===== src/sv/swsa_pkg.sv =====
package swsa_pkg;

  localparam int CB = 16;
  localparam int FB = CB - 1;
  localparam int UW = CB + 1;
  localparam int PW = 2 * UW + 2;
  localparam int MW = PW + UW;
  localparam int TW = MW + 2;
  localparam int RW = TW - 2 * FB;
  localparam int SB = 24;
  localparam int OB = 24;
  localparam int BW = 16;
  localparam int SCW = MW - 9;
  localparam int LINK_W = 4 * CB;

  localparam logic REG_BETA  = 1'b0;
  localparam logic REG_APPLY = 1'b1;

  typedef enum logic [5:0] {
    ST_IDLE  = 6'b000001,
    ST_MULP  = 6'b000010,
    ST_MULT  = 6'b000100,
    ST_ROUND = 6'b001000,
    ST_SCALE = 6'b010000,
    ST_EMIT  = 6'b100000
  } state_t;

  typedef enum logic [1:0] {
    K_P = 2'd0,
    K_T = 2'd1,
    K_S = 2'd2
  } kind_t;

  typedef struct packed {
    logic [1:0] ai;
    logic [1:0] bi;
    logic       neg;
  } qsel_t;

  typedef struct packed {
    logic       vld;
    kind_t      kind;
    logic [1:0] dest;
    logic       first;
    logic       neg;
  } tag_t;

  // term j of component i of a quaternion product a*b
  function automatic qsel_t qmul_sel(input logic [3:0] step);
    qsel_t s;
    unique case (step)
      4'd0:  s = '{ai: 2'd0, bi: 2'd0, neg: 1'b0};
      4'd1:  s = '{ai: 2'd1, bi: 2'd1, neg: 1'b1};
      4'd2:  s = '{ai: 2'd2, bi: 2'd2, neg: 1'b1};
      4'd3:  s = '{ai: 2'd3, bi: 2'd3, neg: 1'b1};
      4'd4:  s = '{ai: 2'd0, bi: 2'd1, neg: 1'b0};
      4'd5:  s = '{ai: 2'd1, bi: 2'd0, neg: 1'b0};
      4'd6:  s = '{ai: 2'd2, bi: 2'd3, neg: 1'b1};
      4'd7:  s = '{ai: 2'd3, bi: 2'd2, neg: 1'b0};
      4'd8:  s = '{ai: 2'd0, bi: 2'd2, neg: 1'b0};
      4'd9:  s = '{ai: 2'd2, bi: 2'd0, neg: 1'b0};
      4'd10: s = '{ai: 2'd3, bi: 2'd1, neg: 1'b1};
      4'd11: s = '{ai: 2'd1, bi: 2'd3, neg: 1'b0};
      4'd12: s = '{ai: 2'd0, bi: 2'd3, neg: 1'b0};
      4'd13: s = '{ai: 2'd3, bi: 2'd0, neg: 1'b0};
      4'd14: s = '{ai: 2'd1, bi: 2'd2, neg: 1'b1};
      4'd15: s = '{ai: 2'd2, bi: 2'd1, neg: 1'b0};
      default: s = '{ai: 2'd0, bi: 2'd0, neg: 1'b0};
    endcase
    return s;
  endfunction

  // sign-extend one packed component, optionally negate (adjoint of vector part)
  function automatic logic signed [UW-1:0] unpack_comp(input logic [CB-1:0] raw,
                                                       input logic        neg);
    logic signed [UW-1:0] v;
    v = $signed({raw[CB-1], raw});
    return neg ? -v : v;
  endfunction

endpackage


===== src/sv/su2_wilson_staple_accumulator.sv =====
// SU(2) Wilson staple accumulator.
// Input channel (in_*): one item is one staple term. tdata carries link_a, link_b
// and link_c as packed Q1.15 quaternions, tuser selects the upper or lower form and
// the conjugate flag, tlast marks the final term of a staple.
// Each term is formed with one shared 36x17 multiplier: 16 products for U1*U2,
// then 16 for the result times U3, a drain after each group, and a step of
// rounding and saturating accumulation. A term that is not the last is worked
// to the end before the next term is accepted; in_tready is high only
// while the block is idle.
// On the last term the sum is moved to the output register (with coupling scaling,
// the same multiplier first forms sum*beta), and the
// accumulator is cleared. Output channel (out_*): tdata carries the four 24-bit
// components, tuser the saturation flag.
// When the receiver stalls, a held result stays in the output register; a
// further term can still be worked, and only the next result waits for the slot.
// Configuration port (cfg_*): index 0 coupling_beta, index 1 apply_coupling,
// always ready; the user must write it only while idle, the block itself does not enforce this.
// Reset clears the accumulator, the saturation flag and the registers to beta 1.0,
// scaling off.
module su2_wilson_staple_accumulator
  import swsa_pkg::*;
(
  input  logic                  clk,
  input  logic                  rst_n,
  input  logic                  in_tvalid,
  output logic                  in_tready,
  input  logic [3*LINK_W-1:0]   in_tdata,   // link_a, link_b, link_c
  input  logic [1:0]            in_tuser,   // command, conjugate
  input  logic                  in_tlast,   // last_term
  output logic                  out_tvalid,
  input  logic                  out_tready,
  output logic [4*OB-1:0]       out_tdata,  // staple_w, staple_x, staple_y, staple_z
  output logic                  out_tuser,  // saturated
  input  logic                  cfg_valid,
  output logic                  cfg_ready,
  input  logic                  cfg_index,
  input  logic [BW-1:0]         cfg_data
);

  state_t state_r, state_nxt;
  logic [4:0] cnt_r, cnt_nxt;

  logic signed [UW-1:0] u1_r [4];
  logic signed [UW-1:0] u2_r [4];
  logic signed [UW-1:0] u3_r [4];
  logic conj_r, last_r;

  logic signed [PW-1:0] p_r [4];
  logic signed [TW-1:0] t_r [4];
  logic signed [SB-1:0] sum_r [4];
  logic sticky_r;
  logic signed [OB-1:0] res_r [4];
  logic res_sat_r;

  logic signed [MW-1:0] mul_r;
  tag_t tag_r, tag_nxt;

  logic [BW-1:0] beta_r;
  logic apply_r;

  logic out_tvalid_r, out_sat_r;
  logic [OB-1:0] out_c_r [4];

  logic in_acc, lower, out_free;
  qsel_t sel;
  logic signed [UW-1:0] ua_sel;
  logic signed [SB-1:0] s_sel;
  logic signed [PW-1:0] opa;
  logic signed [UW-1:0] opb;

  logic signed [PW-1:0] mp, p_base, p_new;
  logic signed [TW-1:0] mt, t_base, t_new;
  logic signed [MW-1:0] sc_neg;
  logic signed [SCW-1:0] sc_sh;
  logic signed [OB-1:0] sc_val;
  logic sc_clip;

  logic signed [TW-1:0] tv [4];
  logic signed [TW-1:0] tr [4];
  logic signed [RW-1:0] rt [4];
  logic signed [SB-1:0] term [4];
  logic signed [SB:0]   sw [4];
  logic signed [SB-1:0] sum_new [4];
  logic [3:0] rflag;

  localparam logic signed [SB-1:0] S_MAX = {1'b0, {(SB-1){1'b1}}};
  localparam logic signed [SB-1:0] S_MIN = {1'b1, {(SB-1){1'b0}}};
  localparam logic signed [OB-1:0] O_MAX = {1'b0, {(OB-1){1'b1}}};
  localparam logic signed [OB-1:0] O_MIN = {1'b1, {(OB-1){1'b0}}};
  localparam logic signed [TW-1:0] RND_HALF = TW'(1) <<< (2 * FB - 1);
  localparam logic signed [MW-1:0] SC_HALF = MW'(256);

  assign in_tready  = (state_r == ST_IDLE);
  assign in_acc     = in_tvalid && in_tready;
  assign lower      = in_tuser[0];
  assign cfg_ready  = 1'b1;
  assign out_free   = !out_tvalid_r || out_tready;
  assign out_tvalid = out_tvalid_r;
  assign out_tuser  = out_sat_r;
  assign out_tdata  = {out_c_r[3], out_c_r[2], out_c_r[1], out_c_r[0]};

  // sequencer
  always_comb begin
    state_nxt = state_r;
    cnt_nxt   = cnt_r;
    unique case (state_r)
      ST_IDLE: begin
        if (in_acc) begin
          state_nxt = ST_MULP;
          cnt_nxt   = '0;
        end
      end
      ST_MULP: begin
        cnt_nxt = cnt_r + 5'd1;
        if (cnt_r[4]) begin
          state_nxt = ST_MULT;
          cnt_nxt   = '0;
        end
      end
      ST_MULT: begin
        cnt_nxt = cnt_r + 5'd1;
        if (cnt_r[4]) begin
          state_nxt = ST_ROUND;
          cnt_nxt   = '0;
        end
      end
      ST_ROUND: begin
        if (!last_r) begin
          state_nxt = ST_IDLE;
        end else if (apply_r) begin
          state_nxt = ST_SCALE;
        end else begin
          state_nxt = ST_EMIT;
        end
      end
      ST_SCALE: begin
        cnt_nxt = cnt_r + 5'd1;
        if (cnt_r[2]) begin
          state_nxt = ST_EMIT;
        end
      end
      ST_EMIT: begin
        if (out_free) begin
          state_nxt = ST_IDLE;
        end
      end
      default: state_nxt = ST_IDLE;
    endcase
  end

  always_ff @(posedge clk) begin
    if (!rst_n) begin
      state_r <= ST_IDLE;
      cnt_r   <= '0;
    end else begin
      state_r <= state_nxt;
      cnt_r   <= cnt_nxt;
    end
  end

  // operand select for the shared multiplier
  always_comb begin
    sel    = qmul_sel(cnt_r[3:0]);
    ua_sel = u1_r[sel.ai];
    s_sel  = sum_r[cnt_r[1:0]];
    opa    = {{(PW-UW){ua_sel[UW-1]}}, ua_sel};
    opb    = u2_r[sel.bi];
    tag_nxt = '{vld: 1'b0, kind: K_P, dest: cnt_r[3:2], first: (cnt_r[1:0] == 2'd0),
                neg: sel.neg};
    unique case (state_r)
      ST_MULP: begin
        tag_nxt.vld = !cnt_r[4];
      end
      ST_MULT: begin
        opa          = p_r[sel.ai];
        opb          = u3_r[sel.bi];
        tag_nxt.vld  = !cnt_r[4];
        tag_nxt.kind = K_T;
      end
      ST_SCALE: begin
        opa          = {{(PW-SB){s_sel[SB-1]}}, s_sel};
        opb          = $signed({{(UW-BW){1'b0}}, beta_r});
        tag_nxt.vld  = !cnt_r[2];
        tag_nxt.kind = K_S;
        tag_nxt.dest = cnt_r[1:0];
      end
      default: ;
    endcase
  end

  always_ff @(posedge clk) begin
    mul_r <= opa * opb;
  end

  always_ff @(posedge clk) begin
    if (!rst_n) begin
      tag_r <= '0;
    end else begin
      tag_r <= tag_nxt;
    end
  end

  // accumulate registered products
  always_comb begin
    mp     = mul_r[PW-1:0];
    p_base = tag_r.first ? '0 : p_r[tag_r.dest];
    p_new  = tag_r.neg ? p_base - mp : p_base + mp;
    mt     = {{(TW-MW){mul_r[MW-1]}}, mul_r};
    t_base = tag_r.first ? '0 : t_r[tag_r.dest];
    t_new  = tag_r.neg ? t_base - mt : t_base + mt;
    sc_neg = SC_HALF - mul_r;
    sc_sh  = sc_neg[MW-1:9];
    sc_clip = 1'b0;
    sc_val  = sc_sh[OB-1:0];
    if (!sc_sh[SCW-1] && (|sc_sh[SCW-2:OB-1])) begin
      sc_val  = O_MAX;
      sc_clip = 1'b1;
    end else if (sc_sh[SCW-1] && !(&sc_sh[SCW-2:OB-1])) begin
      sc_val  = O_MIN;
      sc_clip = 1'b1;
    end
  end

  // rounding and saturating accumulation of the four components
  always_comb begin
    for (int k = 0; k < 4; k++) begin
      tv[k] = (conj_r && (k != 0)) ? -t_r[k] : t_r[k];
      tr[k] = tv[k] + RND_HALF;
      rt[k] = tr[k][TW-1:2*FB];
      rflag[k] = 1'b0;
      term[k] = rt[k][SB-1:0];
      if (!rt[k][RW-1] && (|rt[k][RW-2:SB-1])) begin
        term[k]  = S_MAX;
        rflag[k] = 1'b1;
      end else if (rt[k][RW-1] && !(&rt[k][RW-2:SB-1])) begin
        term[k]  = S_MIN;
        rflag[k] = 1'b1;
      end
      sw[k] = {sum_r[k][SB-1], sum_r[k]} + {term[k][SB-1], term[k]};
      sum_new[k] = sw[k][SB-1:0];
      if (sw[k][SB] != sw[k][SB-1]) begin
        sum_new[k] = sw[k][SB] ? S_MIN : S_MAX;
        rflag[k]   = 1'b1;
      end
    end
  end

  // datapath registers
  always_ff @(posedge clk) begin
    if (in_acc) begin
      for (int k = 0; k < 4; k++) begin
        u1_r[k] <= unpack_comp(in_tdata[k*CB +: CB], lower && (k != 0));
        u2_r[k] <= unpack_comp(in_tdata[LINK_W + k*CB +: CB], k != 0);
        u3_r[k] <= unpack_comp(in_tdata[2*LINK_W + k*CB +: CB], !lower && (k != 0));
      end
      conj_r <= in_tuser[1];
      last_r <= in_tlast;
    end
    if (tag_r.vld) begin
      unique case (tag_r.kind)
        K_P: p_r[tag_r.dest] <= p_new;
        K_T: t_r[tag_r.dest] <= t_new;
        K_S: res_r[tag_r.dest] <= sc_val;
        default: ;
      endcase
    end
  end

  always_ff @(posedge clk) begin
    if (!rst_n) begin
      res_sat_r <= 1'b0;
    end else if (state_r == ST_ROUND) begin
      res_sat_r <= 1'b0;
    end else if (tag_r.vld && (tag_r.kind == K_S) && sc_clip) begin
      res_sat_r <= 1'b1;
    end
  end

  // accumulator and saturation flag
  always_ff @(posedge clk) begin
    if (!rst_n) begin
      for (int k = 0; k < 4; k++) begin
        sum_r[k] <= '0;
      end
      sticky_r <= 1'b0;
    end else if (state_r == ST_ROUND) begin
      for (int k = 0; k < 4; k++) begin
        sum_r[k] <= sum_new[k];
      end
      sticky_r <= sticky_r | (|rflag);
    end else if ((state_r == ST_EMIT) && out_free) begin
      for (int k = 0; k < 4; k++) begin
        sum_r[k] <= '0;
      end
      sticky_r <= 1'b0;
    end
  end

  // output register
  always_ff @(posedge clk) begin
    if (!rst_n) begin
      out_tvalid_r <= 1'b0;
    end else if ((state_r == ST_EMIT) && out_free) begin
      out_tvalid_r <= 1'b1;
    end else if (out_tready) begin
      out_tvalid_r <= 1'b0;
    end
  end

  always_ff @(posedge clk) begin
    if ((state_r == ST_EMIT) && out_free) begin
      for (int k = 0; k < 4; k++) begin
        out_c_r[k] <= apply_r ? res_r[k] : sum_r[k];
      end
      out_sat_r <= sticky_r | (apply_r & res_sat_r);
    end
  end

  // configuration registers
  always_ff @(posedge clk) begin
    if (!rst_n) begin
      beta_r  <= BW'(256);
      apply_r <= 1'b0;
    end else if (cfg_valid && cfg_ready) begin
      unique case (cfg_index)
        REG_BETA:  beta_r  <= cfg_data;
        REG_APPLY: apply_r <= cfg_data[0];
        default: ;
      endcase
    end
  end

endmodule

===== config.mk =====
export PLATFORM = sky130hd
export DESIGN_NAME = su2_wilson_staple_accumulator
export DESIGN_NICKNAME = d
export VERILOG_FILES = /design/src/sv/swsa_pkg.sv /design/src/sv/su2_wilson_staple_accumulator.sv
export SDC_FILE = /design/constraint.sdc
export NUM_CORES = 2
export LEC_CHECK = 0
export BUFFER_PORTS_ARGS = -buffer_cell sky130_fd_sc_hd__buf_4
export CORE_MARGIN = 4
export CORE_UTILIZATION = 65
export DETAILED_ROUTE_END_ITERATION = 10
export HOLD_SLACK_MARGIN = 0.08
export PLACE_DENSITY = 0.85
export SLEW_MARGIN = 15
export SYNTH_ARGS = -nofsm -noshare
export SYNTH_HDL_FRONTEND = slang
export SYNTH_SLANG_ARGS = --single-unit

===== constraint.sdc =====
create_clock -name clk -period 23.2 [get_ports clk]
set_input_delay 2.32 -clock clk [delete_from_list [all_inputs] [get_ports clk]]
set_output_delay 2.32 -clock clk [all_outputs]
set_load 0.1 [all_outputs]

## Word-level counts from Yosys, hierarchy flattened

Memories as Yosys holds them, arrays and structs flattened. A register that Yosys moved wholly into a read port is not among the register bits.
Index checks and enable logic that the tools add are counted.

- Register bits after elaboration: 94
- Memory bits (writable): 856
- Bits in read-only memories: 80
- Input port bits: 217
- Output and inout bits: 100
- Logic and storage cells: 227
- Memories kept: 9

- $add $sub $neg: 26
- Multipliers: 1
- Eq/ne operators: 17
- Mux-type cells: 103
- Bitwise gates (word level): 13
- Reductions and logical operators: 42

Memory list:

| memory | words | bits a word | rd ports | clocked after Yosys merged registers in | write ports | RTL line | source |
|---|---|---|---|---|---|---|---|
| t_r | 4 | 55 | 5 | 1 | 1 | su2_wilson_staple_accumulator.sv:49 | `logic signed [TW-1:0] t_r [4];` |
| p_r | 4 | 36 | 2 | 1 | 1 | su2_wilson_staple_accumulator.sv:48 | `logic signed [PW-1:0] p_r [4];` |
| out_c_r | 4 | 24 | 4 | 0 | 4 | su2_wilson_staple_accumulator.sv:62 | `logic [OB-1:0] out_c_r [4];` |
| res_r | 4 | 24 | 4 | 0 | 1 | su2_wilson_staple_accumulator.sv:52 | `logic signed [OB-1:0] res_r [4];` |
| sum_r | 4 | 24 | 5 | 1 | 4 | su2_wilson_staple_accumulator.sv:50 | `logic signed [SB-1:0] sum_r [4];` |
| (name not given) | 16 | 5 | 1 | 1 | 0 | swsa_pkg.sv:51 | `unique case (step)` |
| 3 more memories | n/a | n/a | n/a | n/a | n/a | n/a |  |

Operators with widths:

| operator | count |
|---|---|
| two-way mux 24 bit | 30 |
| two-way mux 55 bit | 5 |
| adder 55 x 31 -> 55 bit, second input constant | 4 |
| negator 55 bit | 3 |
| negator 16 -> 17 bit | 9 |
| two-way mux 17 bit | 6 |
| adder 24 x 24 -> 25 bit | 4 |
| two-way mux 36 bit | 2 |
| case mux 36 bit (2 select lines) | 1 |
| adder 55 x 53 -> 55 bit | 1 |
| subtractor 55 x 53 -> 55 bit | 1 |
| multiplier 36 x 17 -> 53 bit | 1 |
| subtractor 10 x 53 -> 53 bit, first input constant | 1 |
| two-way mux 6 bit | 7 |
| two-way mux 1 bit | 38 |
| adder 36 bit | 1 |
| case mux 6 bit (6 select lines) | 1 |
| subtractor 36 bit | 1 |
| case mux 17 bit (2 select lines) | 1 |
| AND reduction 20 bit | 1 |
| OR reduction 20 bit | 1 |
| case mux 5 bit (3 select lines) | 1 |
| logical AND 1 bit | 14 |
| logical NOT 1 bit | 13 |
| 28 further kinds | 55 |

## Logic depth before layout (Yosys ltp)

An unclocked memory read counts as a cell.

- Word-level depth: 14
- Mapped depth: 34

## Worst setup path before layout

OpenSTA, ideal clock, no wires.

- Path kind: reg-to-reg
- From: reg sel[3] (netlist name)
- To: reg mul_r[50]
- Arrival time: 8.179 ns
- Required time: 23.128 ns
- Setup slack: 14.949 ns
- Stages on the path, launching flop included: 31
- Buffers on the path: 5
- Cell sequence: dfxtp_1 -> buf_1 -> buf_1 -> clkbuf_1 -> clkbuf_1 -> mux4_2 -> nand2_1 -> o221a_2 -> buf_2 -> nor2_1 -> fa_1 -> inv_1 -> fa_1 -> fa_1 -> inv_1 -> fa_1 -> fa_1 -> inv_1 -> fa_1 -> inv_1 -> ha_1 -> a21oi_1 -> o21ai_0 -> a311o_1 -> a32oi_1 -> nand4_1 -> nand4_1 -> o2111ai_1 -> a31o_2 -> a21oi_1 -> xnor2_1

- Longest elaborated chain between the ends: 3

RTL lines:

| element | RTL line | source |
|---|---|---|
| memory (4 x 17 bit) / memory (4 x 36 bit) (equally long branches) | n/a |  |
| case mux 36 bit (2 select lines) * | su2_wilson_staple_accumulator.sv:170 | `unique case (state_r)` |
| multiplier 36 x 17 -> 53 bit * | su2_wilson_staple_accumulator.sv:192 | `mul_r <= opa * opb;` |
| end signal, assigned | su2_wilson_staple_accumulator.sv:192 |  |
| end, declared | su2_wilson_staple_accumulator.sv:55 | `logic signed [MW-1:0] mul_r;` |

Every way passes the cells marked *; elsewhere a longest branch is shown, timed or not.
A chain may end at the register's enable or synchronous reset.

==> results_dict.tcl <==
set metrics [dict create \
    num_rows 125 \
    yosysTopAreaCell "edfxtp_1" \
    synthCells 7321 \
    area_growth_syn_to_layout_pct 9.696 \
    yosys_warnings 0 \
    drtIter0Drc 6663 \
    die_h_um 351.2 \
    seq_area_um2 27210 \
    fin_ws_ns 13.19 \
    status "completed" \
    final_layout_size_suffix_gt1_share_pct 13.25 \
    wire_per_inst_um 26.39 \
    die_area_um2 123400 \
    min_path_type "reg -> reg" \
    hold_viol_final 0 \
    syn-cell-area_um2 76570 \
    io_buffers 315 \
    core_area_um2 116500 \
    pre_cts_slack_ns 13.81 \
    required_ns 23.73 \
    numCtsBuffers 101 \
    cap_violations 0 \
    synth-seq-cells 954 \
    fp.dieW_um 351.2 \
    grt-ovfl-total 0 \
    synthTopCellsByCount "808 x edfxtp_1, 745 x inv_1, 710 x nor2_1" \
    yosys_most_used_dff "edfxtp_1" \
    grt_max_degree 103 \
    cts_setup_buffers 0 \
    rsz0062_at_grt "false" \
    start_kind "register" \
    route.detailed.drc 0 \
    finalSetupViolCount 0 \
    cts_tree "built" \
    antenna_found_initial 8 \
    netlist.area_leader.share_pct 31.69 \
    vias_per_cell 6.515 \
    setup_tns_ns 0 \
    final_max_slew_viol_count 0 \
    skew_ns 0.06274 \
    synth_edf_count 808 \
    avgSynthCellArea_um2 10.46 \
    io_pins 317 \
    nets 8643 \
    cts_root_buffer "clkbuf_16" \
    grt_pass1_vias 60000 \
    path_clk_slew_ns 0.06 \
    netlist_top_cells_area "edfxtp_1 32%, fa_1 15%, ha_1 5.5%" \
    multi_input_area_um2 45460 \
    async_flop_share_pct 0 \
    cts_hold_buf 0 \
    place_hpwl_um 185700 \
    clkLatencyLatePin_ns 0.75 \
    critical_path.max_fanout 21 \
    grt_pass1_wl_um 362200 \
    cts_sinks 954 \
    synth-seq-area-share_pct 35.50 \
    syn-num-nets 8462 \
    start_util_pct 65.72 \
    totalWireLength_um 240600 \
    layout_min_cycle_time_ns 10.01 \
    min_period_over_period_pct 43.13 \
    relSlewSlack_pct 16.02 \
    postRouteAntennaNets 0 \
    gp_congestion 1.042 \
    clk_path_buf_depth 3 \
    synth_most_common_cell "edfxtp_1" \
    endpoint_kind "register" \
    htreeDepth 3 \
    via_count 59380 \
    gr-usage-all-layers_pct 39.18 \
    cts_resized 0 \
    clock.fmax_mhz 99.93 \
    crit_type "reg -> reg" \
    dr.pass1.iters 8 \
    cp_data_arrival_time_ns 10.54 \
    synth_cell_types 93 \
    fill_cells 8009 \
    tightestPinTransition_ns 1.260 \
]
registers in the layout, indices dropped and copies added, names as in the netlist, 6 cells and up, named ones only:
name     count
t_r        220
p_r        144
out_c_r     96
res_r       96
sum_r       96
u1_r        67
u2_r        67
u3_r        67
mul_r       53
beta_r      16
tag_r        7
state_r      6
worst max-delay path: stages (launching register included):
cell,delay [ns]
edfxtp_1,0.39
nor4_1,0.55
nand4_1,0.73
or2_2,0.58
nand2_1,0.09
xnor2_1,0.14
ha_1,0.23
inv_1,0.10
nor3_1,0.58
and3_1,0.47
nand2_1,0.15
nor2_1,0.18
xnor2_1,0.17
ha_1,0.46
inv_1,0.39
o21ai_0,0.26
inv_1,0.11
fa_1,0.43
nor2b_1,0.17
o21ai_1,0.12
a21boi_0,0.36
o21a_1,0.36
a211o_1,0.25
nand2_1,0.13
or2_2,0.30
a41oi_1,0.96
nand3_1,0.82
o31ai_1,0.33
final timing paths:
path / startpoint / to / slack, ns / cells after the start
worst max register to register: t_r[2][11] / sum_r[2][3] / 13.19 / 27
worst max-delay path: t_r[2][11] / sum_r[2][3] / 13.19 / 27
worst min-delay path: sel[0] / tag_r[0] / 0.44 / 1
worst min register to register: sel[0] / tag_r[0] / 0.44 / 1
cell families after synthesis:
logic type / share of synthesized area [%]
other: 0.004897
flip-flops: 35.50
buffers and inverters: 5.335
AO/OA/AOI/OAI: 10.63
XOR/XNOR: 6.565
adder cells (fa/ha/maj): 20.86
AND/OR/NAND/NOR: 13.54
multiplexers: 7.557
cells in the final DEF (no fill, tap or decap), types with 46 or more instances in the layout:
cell	count
or3_1	49
nand2_1	609
edfxtp_1	808
and2_1	80
o21ai_0	265
a21o_1	192
nand2b_1	100
a31oi_1	49
ha_1	336
nor4_1	76
xor2_1	196
fa_1	588
inv_1	744
mux2_2	127
a21oi_1	353
mux2i_1	46
clkbuf_16	103
buf_4	407
mux4_2	173
nand4_1	58
nor3_1	118
dfxtp_1	137
nor2_1	696
nand3_1	88
nor2b_1	100
xnor2_1	377
per-stage QoR:
stage / utilization (%) / hold WS, ns / cell area [um2] / instances
floorplan: - / 0.4118 / 76570 / 7321
global placement: 69.03 / 0.4187 / 80440 / 8923
detailed placement: 69.04 / 0.4231 / 80440 / 8923
CTS: 72.08 / 0.4383 / 83990 / 9114
global route: 72.09 / 0.4515 / 84000 / 9114
finish: 72.09 / 0.4394 / 84000 / 9115
metal layers:
layer  GRT usage (%)  vias to the layer above  share of wire (%)
met5               0                        -              0.017
met3           11.95                      879                 12
li1                -                    25860                  -
met4           25.21                        6                8.1
met1           47.05                    28760                 35
met2           61.79                     3876                 45
final cells by class:
cell class | count | share of cell area [%]
clock inverter | 75 | 1.077
sequential | 954 | 32.39
inverter | 748 | 3.346
tap | 1524 | 2.270
timing repair buffer | 407 | 3.637
antenna | 1 | 0.002979
clock buffer | 116 | 3.150
multi-input combinational | 5290 | 54.12
Power is not shown: default switching activity piles up to over one toggle a cycle in this logic, so the estimate is an artifact.
